**src/design/assert_macros.svh**
```systemverilog
// Assertion macros shared by the encoder RTL.
`ifndef ASSERT_MACROS_SVH
`define ASSERT_MACROS_SVH

// Same-cycle implication, disabled while reset is asserted (active low).
`define O2AE_ASSERT_IMP(lbl, clk, rst_n, ante, cons, msg) \
  lbl: assert property (@(posedge clk) disable iff (!rst_n) (ante) |-> (cons)) \
    else $error(msg);

// Next-cycle implication, disabled while reset is asserted (active low).
`define O2AE_ASSERT_NXT(lbl, clk, rst_n, ante, cons, msg) \
  lbl: assert property (@(posedge clk) disable iff (!rst_n) (ante) |=> (cons)) \
    else $error(msg);

`endif

```
**src/design/o2ae_pkg.sv**
```systemverilog
// Shared constants, state encoding and controller/datapath handshake types.
`default_nettype none
package o2ae_pkg;

  localparam int ROW_LEN    = 258;
  localparam int NUM_ROWS   = ROW_LEN * ROW_LEN;
  localparam int FREQ_DEPTH = NUM_ROWS * ROW_LEN;
  localparam int ROW_W      = $clog2(NUM_ROWS);
  localparam int FADDR_W    = $clog2(FREQ_DEPTH);
  localparam int SYM_W      = 9;
  localparam int COUNT_W    = 32;
  localparam int BYTE_W     = 8;

  localparam logic [SYM_W-1:0] END_MARK = 9'd256;
  localparam logic [SYM_W-1:0] LAST_POS = 9'd257;

  typedef enum logic [4:0] {
    ST_CLEAR,
    ST_IDLE,
    ST_ADDR,
    ST_RD_LO,
    ST_RD_HI,
    ST_RD_CNT,
    ST_CAP_CNT,
    ST_UPDATE,
    ST_FILL,
    ST_INC,
    ST_MUL_SET,
    ST_MUL_HI,
    ST_DIV_HI,
    ST_SAVE_HI,
    ST_MUL_LO,
    ST_DIV_LO,
    ST_COMMIT,
    ST_RENORM,
    ST_EMIT_B,
    ST_EMIT_P,
    ST_TAIL,
    ST_TEMIT_B,
    ST_TEMIT_P,
    ST_ZEROS,
    ST_FINISH
  } state_t;

  typedef enum logic [1:0] {
    RN_ZERO,
    RN_ONE,
    RN_MID,
    RN_STOP
  } rn_kind_t;

  typedef struct packed {
    logic clr_step;
    logic accept;
    logic calc_base;
    logic rd_lo;
    logic rd_hi;
    logic rd_cnt;
    logic cap_cnt;
    logic upd_start;
    logic fill_step;
    logic inc_step;
    logic mul_load;
    logic mul_step;
    logic div_step;
    logic save_hi;
    logic commit;
    logic renorm;
    logic emit_first;
    logic emit_pend;
    logic tail;
    logic zero_bit;
    logic finish;
  } cmd_t;

  typedef struct packed {
    logic     clr_done;
    logic     row_valid;
    logic     upd_en;
    logic     fill_last;
    logic     inc_done;
    logic     mul_last;
    logic     div_last;
    rn_kind_t rn_kind;
    logic     pend_zero;
    logic     emit_ok;
    logic     finish_ok;
    logic     is_end;
    logic     zeros_last;
  } sts_t;

endpackage
`default_nettype wire

```
**src/design/o2ae_ctrl.sv**
```systemverilog
// Sequencer for the encoder: table lookup, count update, interval math, bit output.
`default_nettype none
module o2ae_ctrl (
  input  logic          clk,
  input  logic          rst_n,
  input  logic          in_valid,
  output logic          in_ready,
  input  o2ae_pkg::sts_t sts,
  output o2ae_pkg::cmd_t cmd
);

  o2ae_pkg::state_t state_r, state_nxt;

  always_ff @(posedge clk) begin
    if (!rst_n) begin
      state_r <= o2ae_pkg::ST_CLEAR;
    end else begin
      state_r <= state_nxt;
    end
  end

  always_comb begin
    state_nxt = state_r;
    cmd       = '0;
    in_ready  = 1'b0;
    unique case (state_r)
      o2ae_pkg::ST_CLEAR: begin
        cmd.clr_step = 1'b1;
        if (sts.clr_done) state_nxt = o2ae_pkg::ST_IDLE;
      end
      o2ae_pkg::ST_IDLE: begin
        in_ready = 1'b1;
        if (in_valid) begin
          cmd.accept = 1'b1;
          state_nxt  = o2ae_pkg::ST_ADDR;
        end
      end
      o2ae_pkg::ST_ADDR: begin
        cmd.calc_base = 1'b1;
        state_nxt     = o2ae_pkg::ST_RD_LO;
      end
      o2ae_pkg::ST_RD_LO: begin
        cmd.rd_lo = 1'b1;
        state_nxt = o2ae_pkg::ST_RD_HI;
      end
      o2ae_pkg::ST_RD_HI: begin
        cmd.rd_hi = 1'b1;
        state_nxt = o2ae_pkg::ST_RD_CNT;
      end
      o2ae_pkg::ST_RD_CNT: begin
        cmd.rd_cnt = 1'b1;
        state_nxt  = o2ae_pkg::ST_CAP_CNT;
      end
      o2ae_pkg::ST_CAP_CNT: begin
        cmd.cap_cnt = 1'b1;
        state_nxt   = o2ae_pkg::ST_UPDATE;
      end
      o2ae_pkg::ST_UPDATE: begin
        if (sts.upd_en) begin
          cmd.upd_start = 1'b1;
          state_nxt = sts.row_valid ? o2ae_pkg::ST_INC : o2ae_pkg::ST_FILL;
        end else begin
          state_nxt = o2ae_pkg::ST_MUL_SET;
        end
      end
      o2ae_pkg::ST_FILL: begin
        cmd.fill_step = 1'b1;
        if (sts.fill_last) state_nxt = o2ae_pkg::ST_MUL_SET;
      end
      o2ae_pkg::ST_INC: begin
        if (sts.inc_done) begin
          state_nxt = o2ae_pkg::ST_MUL_SET;
        end else begin
          cmd.inc_step = 1'b1;
        end
      end
      o2ae_pkg::ST_MUL_SET: begin
        cmd.mul_load = 1'b1;
        state_nxt    = o2ae_pkg::ST_MUL_HI;
      end
      o2ae_pkg::ST_MUL_HI: begin
        cmd.mul_step = 1'b1;
        if (sts.mul_last) state_nxt = o2ae_pkg::ST_DIV_HI;
      end
      o2ae_pkg::ST_DIV_HI: begin
        cmd.div_step = 1'b1;
        if (sts.div_last) state_nxt = o2ae_pkg::ST_SAVE_HI;
      end
      o2ae_pkg::ST_SAVE_HI: begin
        cmd.save_hi = 1'b1;
        state_nxt   = o2ae_pkg::ST_MUL_LO;
      end
      o2ae_pkg::ST_MUL_LO: begin
        cmd.mul_step = 1'b1;
        if (sts.mul_last) state_nxt = o2ae_pkg::ST_DIV_LO;
      end
      o2ae_pkg::ST_DIV_LO: begin
        cmd.div_step = 1'b1;
        if (sts.div_last) state_nxt = o2ae_pkg::ST_COMMIT;
      end
      o2ae_pkg::ST_COMMIT: begin
        cmd.commit = 1'b1;
        state_nxt  = o2ae_pkg::ST_RENORM;
      end
      o2ae_pkg::ST_RENORM: begin
        cmd.renorm = 1'b1;
        unique case (sts.rn_kind)
          o2ae_pkg::RN_ZERO,
          o2ae_pkg::RN_ONE:  state_nxt = o2ae_pkg::ST_EMIT_B;
          o2ae_pkg::RN_MID:  state_nxt = o2ae_pkg::ST_RENORM;
          o2ae_pkg::RN_STOP: state_nxt = sts.is_end ? o2ae_pkg::ST_TAIL
                                                    : o2ae_pkg::ST_FINISH;
          default:           state_nxt = o2ae_pkg::ST_RENORM;
        endcase
      end
      o2ae_pkg::ST_EMIT_B: begin
        cmd.emit_first = 1'b1;
        if (sts.emit_ok) state_nxt = o2ae_pkg::ST_EMIT_P;
      end
      o2ae_pkg::ST_EMIT_P: begin
        if (sts.pend_zero) begin
          state_nxt = o2ae_pkg::ST_RENORM;
        end else begin
          cmd.emit_pend = 1'b1;
        end
      end
      o2ae_pkg::ST_TAIL: begin
        cmd.tail  = 1'b1;
        state_nxt = o2ae_pkg::ST_TEMIT_B;
      end
      o2ae_pkg::ST_TEMIT_B: begin
        cmd.emit_first = 1'b1;
        if (sts.emit_ok) state_nxt = o2ae_pkg::ST_TEMIT_P;
      end
      o2ae_pkg::ST_TEMIT_P: begin
        if (sts.pend_zero) begin
          state_nxt = o2ae_pkg::ST_ZEROS;
        end else begin
          cmd.emit_pend = 1'b1;
        end
      end
      o2ae_pkg::ST_ZEROS: begin
        cmd.zero_bit = 1'b1;
        if (sts.emit_ok && sts.zeros_last) state_nxt = o2ae_pkg::ST_FINISH;
      end
      o2ae_pkg::ST_FINISH: begin
        cmd.finish = 1'b1;
        if (sts.finish_ok) begin
          state_nxt = sts.is_end ? o2ae_pkg::ST_CLEAR : o2ae_pkg::ST_IDLE;
        end
      end
      default: state_nxt = o2ae_pkg::ST_CLEAR;
    endcase
  end

endmodule
`default_nettype wire

```
**config.mk**
```make
export PLATFORM = sky130hd
export DESIGN_NAME = o2ae_ctrl
export DESIGN_NICKNAME = d
export VERILOG_FILES = /design/src/design/assert_macros.svh /design/src/design/o2ae_pkg.sv /design/src/design/o2ae_ctrl.sv
export SDC_FILE = /design/constraint.sdc
export NUM_CORES = 1
export LEC_CHECK = 0
export BUFFER_PORTS_ARGS = -buffer_cell sky130_fd_sc_hd__buf_2
export CORE_MARGIN = 2
export CORE_UTILIZATION = 30
export DETAILED_ROUTE_END_ITERATION = 12
export SYNTH_ARGS = -nofsm -noshare
export SYNTH_HDL_FRONTEND = slang
export SYNTH_SLANG_ARGS = --single-unit
```
**constraint.sdc**
```tcl
create_clock -name clk -period 3.9 [get_ports clk]
set_input_delay 0.39 -clock clk [delete_from_list [all_inputs] [get_ports clk]]
set_output_delay 0.39 -clock clk [all_outputs]
set_load 0.02 [all_outputs]
```
==> summary.md <==
| Metric | Value |
|---|---|
| Worst clock skew | `approximately 0.0040 ns` |
| Post-layout utilization of the core | `roughly two fifths` |
| Status | `completed` |
| Wire length per cell | `around 13 um` |
| First-pass DRT Iterations | `4` |
| Area of the core region | `around 2500 um^2` |
| Total count of max-transition violations in the final report | `0` |
| CP cell instances | `and2b_2 > nor4bb_4 > buf_2` |
| Delay of the slowest cell on the worst path | `0.72 ns` |
| Top Ports | `39` |
| Area of the mapped netlist | `just under 800 um^2` |
| NumNets Final | `155` |
| Max_cap viols | `0` |
| Final number of setup-violating endpoints | `0` |
| Pwr dens | `~400 nW/um^2` |
| Fraction of layout instances using a drive strength above 1 | `between 30% and 40%` |
| Global router's overall resource usage | `14.23%` |
| Worst Tran Pin Value | `0.6418 ns` |
| Remaining antenna violation count after routing | `0` |
| Vias | `around 900` |
| Layout overhead on the synthesized area | `23.89%` |
| Register area share after synthesis | `between 10 and 15%` |
| EDFF count, synth | `0` |
| Synth cell count leaders | `sky130_fd_sc_hd__nor2_1 (15), sky130_fd_sc_hd__nand2_1 (10), sky130_fd_sc_hd__inv_1 (7), sky130_fd_sc_hd__nor3_1 (6), sky130_fd_sc_hd__o21ai_0 (6)` |
| Required time at the worst-slack endpoint | `~3.5 ns` |
| Setup_tns | `0 ns` |
| Synth unique cells | `42` |
| Clock transition at the registers of the reported paths | `roughly 0.05 ns` |
| Static power due to leakage | `0.4712 nW` |
| Max Root-Sink Buffers | `2` |
| Routed WL | `roughly 2100 um` |
| Buffers plus inverters on the worst setup path | `1` |
| Share of flip-flops with an asynchronous set or reset after synthesis | `0%` |
| Number of global-route vias before repair | `around 800` |
| Width of the chip | `55.34 um` |
| Global-route wire length before repair | `around 3700 um` |
| Number of buffers inserted by hold repair at cts | `0` |
| Diodes inserted | `0` |
| Max Clk Rate | `about 440 MHz` |
| DRC | `0` |
| Unrepaired setup endpoints after global routing | `no` |
| Clock root buffer | `sky130_fd_sc_hd__clkbuf_4` |
| Minimum period implied by the final worst setup slack | `2.278 ns` |
| Top cell family by delay on the critical path | `flip-flops` |
| Cell with the biggest individual delay on the critical path | `sky130_fd_sc_hd__dfxtp_1` |
| Flip-flop count of the largest register, all copies and words added | `5` |
| Most instantiated flip-flop cell in the synthesis netlist | `sky130_fd_sc_hd__dfxtp_1` |
| Top cell type by total area after synthesis | `sky130_fd_sc_hd__dfxtp_1` |
| Arrival @ worst endpoint | `approximately 1.9 ns` |
| Number of buffers inserted by port buffering | `38` |
| Floorplan die area | `slightly above 3000 um^2` |
| Number of sinks driven by the clock tree | `5` |
| Final worst setup slack | `1.622 ns` |
| Crit Path Class | `reg2out` |
| H-Tree Level Count | `1` |
| Largest cells by area after synthesis | `sky130_fd_sc_hd__dfxtp_1 (13%), sky130_fd_sc_hd__nor2_1 (7.1%), sky130_fd_sc_hd__mux2i_1 (6.3%)` |
| Number of buffers inserted to repair setup after CTS | `0` |
| Initial cell density of the core | `between 30% and 40%` |
| Placement Setup Slack | `1.870 ns` |
| Yosys reg bits | `5` |
| Routability congestion estimate | `roughly 0.77` |
| Die extent in y | `about 55 um` |
| Critical path launch point type | `flip-flop` |
| Category of the worst setup path capture point | `output port` |
| Antenna violations before repair | `0` |
| Clock latency reported for the late side of the worst-skew pair | `0.25 ns` |
| Num CTS Buffers | `3` |
| Worst Hold Slack | `0.4693 ns` |
| Most frequent cell after synthesis | `sky130_fd_sc_hd__nor2_1` |
| Part of the cycle the worst path needs | `between 50% and 60%` |
| Maximum number of pins on one net before global-route repair | `20` |
| Most flop-heavy register | `state_r` |
| Clock tree from TritonCTS | `done` |
| Mean instance size in the synthesized netlist | `7.531 um^2` |
| Post-cts repair resize count | `0` |
| Site row count | `18` |
| Final hold violation count | `0` |
| FILL cells | `~280` |
| DPL Wire Length | `between 1500 and 2000 um` |
| Total gr overflow | `0` |
| Gate count after technology mapping | `between 100 and 150` |
| Kind of path behind the tightest hold check | `in2reg` |
| Post-DR vias/cell | `roughly 5.2` |
| Share of Yosys cell area claimed by the top area cell type | `around 13%` |
| Starting DRT DRC Count | `31` |
| Net count of the mapped netlist | `roughly 120` |
| Max rail drop VDD | `between 0.1 and 0.15 mV` |
| Largest fanout on the critical path | `19` |
| Power consumption | `a little under 0.0004 W` |
| Max-slew headroom at the worst pin | `a little under three fifths` |
| Registers with the most flip-flops | `state_r (5)` |
| Syn. warnings | `0` |
-- cell families after synthesis --
kind of cell	Yosys count	synth area share (%)
compound gates	18	18.83
xor+xnor	1	1.108
buf+inv	17	11.55
flops	5	12.66
mux	6	9.177
simple gates	58	46.68
-- layout make-up --
| type | count | area (um^2) | area share [%] |
|---|---|---|---|
| inverters | 7 | 26.28 | 2.682 |
| multi-input cells | 83 | 599.3 | 61.17 |
| repair buffers | 38 | 190.2 | 19.41 |
| flip-flops and latches | 5 | 100.1 | 10.22 |
| clock buffers | 4 | 26.28 | 2.682 |
| well taps | 30 | 37.54 | 3.831 |
-- where the power goes --
part	internal, W	switching [W]	leakage, nW
logic	0.000104	0.000116	0.416
clock network	0.0000389	0.0000240	0.0150
registers	0.0000616	0.0000494	0.0407
-- worst paths after layout --
path	from	depth (start not counted)	endpoint	slack (ns)
max	state_r[1]	3	cmd[8]	1.62
min	rst_n	3	state_r[2]	0.47
max reg2reg	state_r[3]	4	state_r[2]	1.86
min reg2reg	state_r[3]	2	state_r[3]	0.68
-- metal layers --
layer	part of all wire, %	track usage, %	vias up
met1	48	19.77	397
met4	1.0	5.226	0
met2	45	22.45	37
met3	6.6	1.639	2
li1	-	-	439
met5	0	0	-
-- layout by cell type (no fill, tap or decap), types with 2 or more instances in the layout --
| cell | instances |
|---|---|
| sky130_fd_sc_hd__nand2_1 | 10 |
| sky130_fd_sc_hd__a31oi_1 | 2 |
| sky130_fd_sc_hd__mux2i_1 | 5 |
| sky130_fd_sc_hd__clkbuf_4 | 3 |
| sky130_fd_sc_hd__nand3_1 | 3 |
| sky130_fd_sc_hd__buf_2 | 38 |
| sky130_fd_sc_hd__a21oi_1 | 2 |
| sky130_fd_sc_hd__nand3b_1 | 2 |
| sky130_fd_sc_hd__nor3_1 | 6 |
| sky130_fd_sc_hd__inv_1 | 7 |
| sky130_fd_sc_hd__dfxtp_1 | 5 |
| sky130_fd_sc_hd__nor4bb_4 | 2 |
| sky130_fd_sc_hd__nand2b_1 | 4 |
| sky130_fd_sc_hd__and2_1 | 2 |
| sky130_fd_sc_hd__o21ai_0 | 6 |
| sky130_fd_sc_hd__nor2_1 | 15 |
-- worst reg2reg max path, cell delays in order (launching register included) --
cell                      delay [ns]
sky130_fd_sc_hd__dfxtp_1        0.62
sky130_fd_sc_hd__mux4_2         0.58
sky130_fd_sc_hd__or4_4          0.45
sky130_fd_sc_hd__nand3_4        0.13
sky130_fd_sc_hd__mux2i_1        0.20
-- per-stage QoR --
| stage | instances | instance area (um^2) |
|---|---|---|
| final | 167 | 979.7 |
| after global routing | 167 | 979.7 |
| after CTS | 167 | 979.7 |
| after detailed placement | 163 | 953.4 |
| after global placement | 163 | 953.4 |
| after floorplan | 105 | 790.8 |
(Power assumes the default switching activity.)
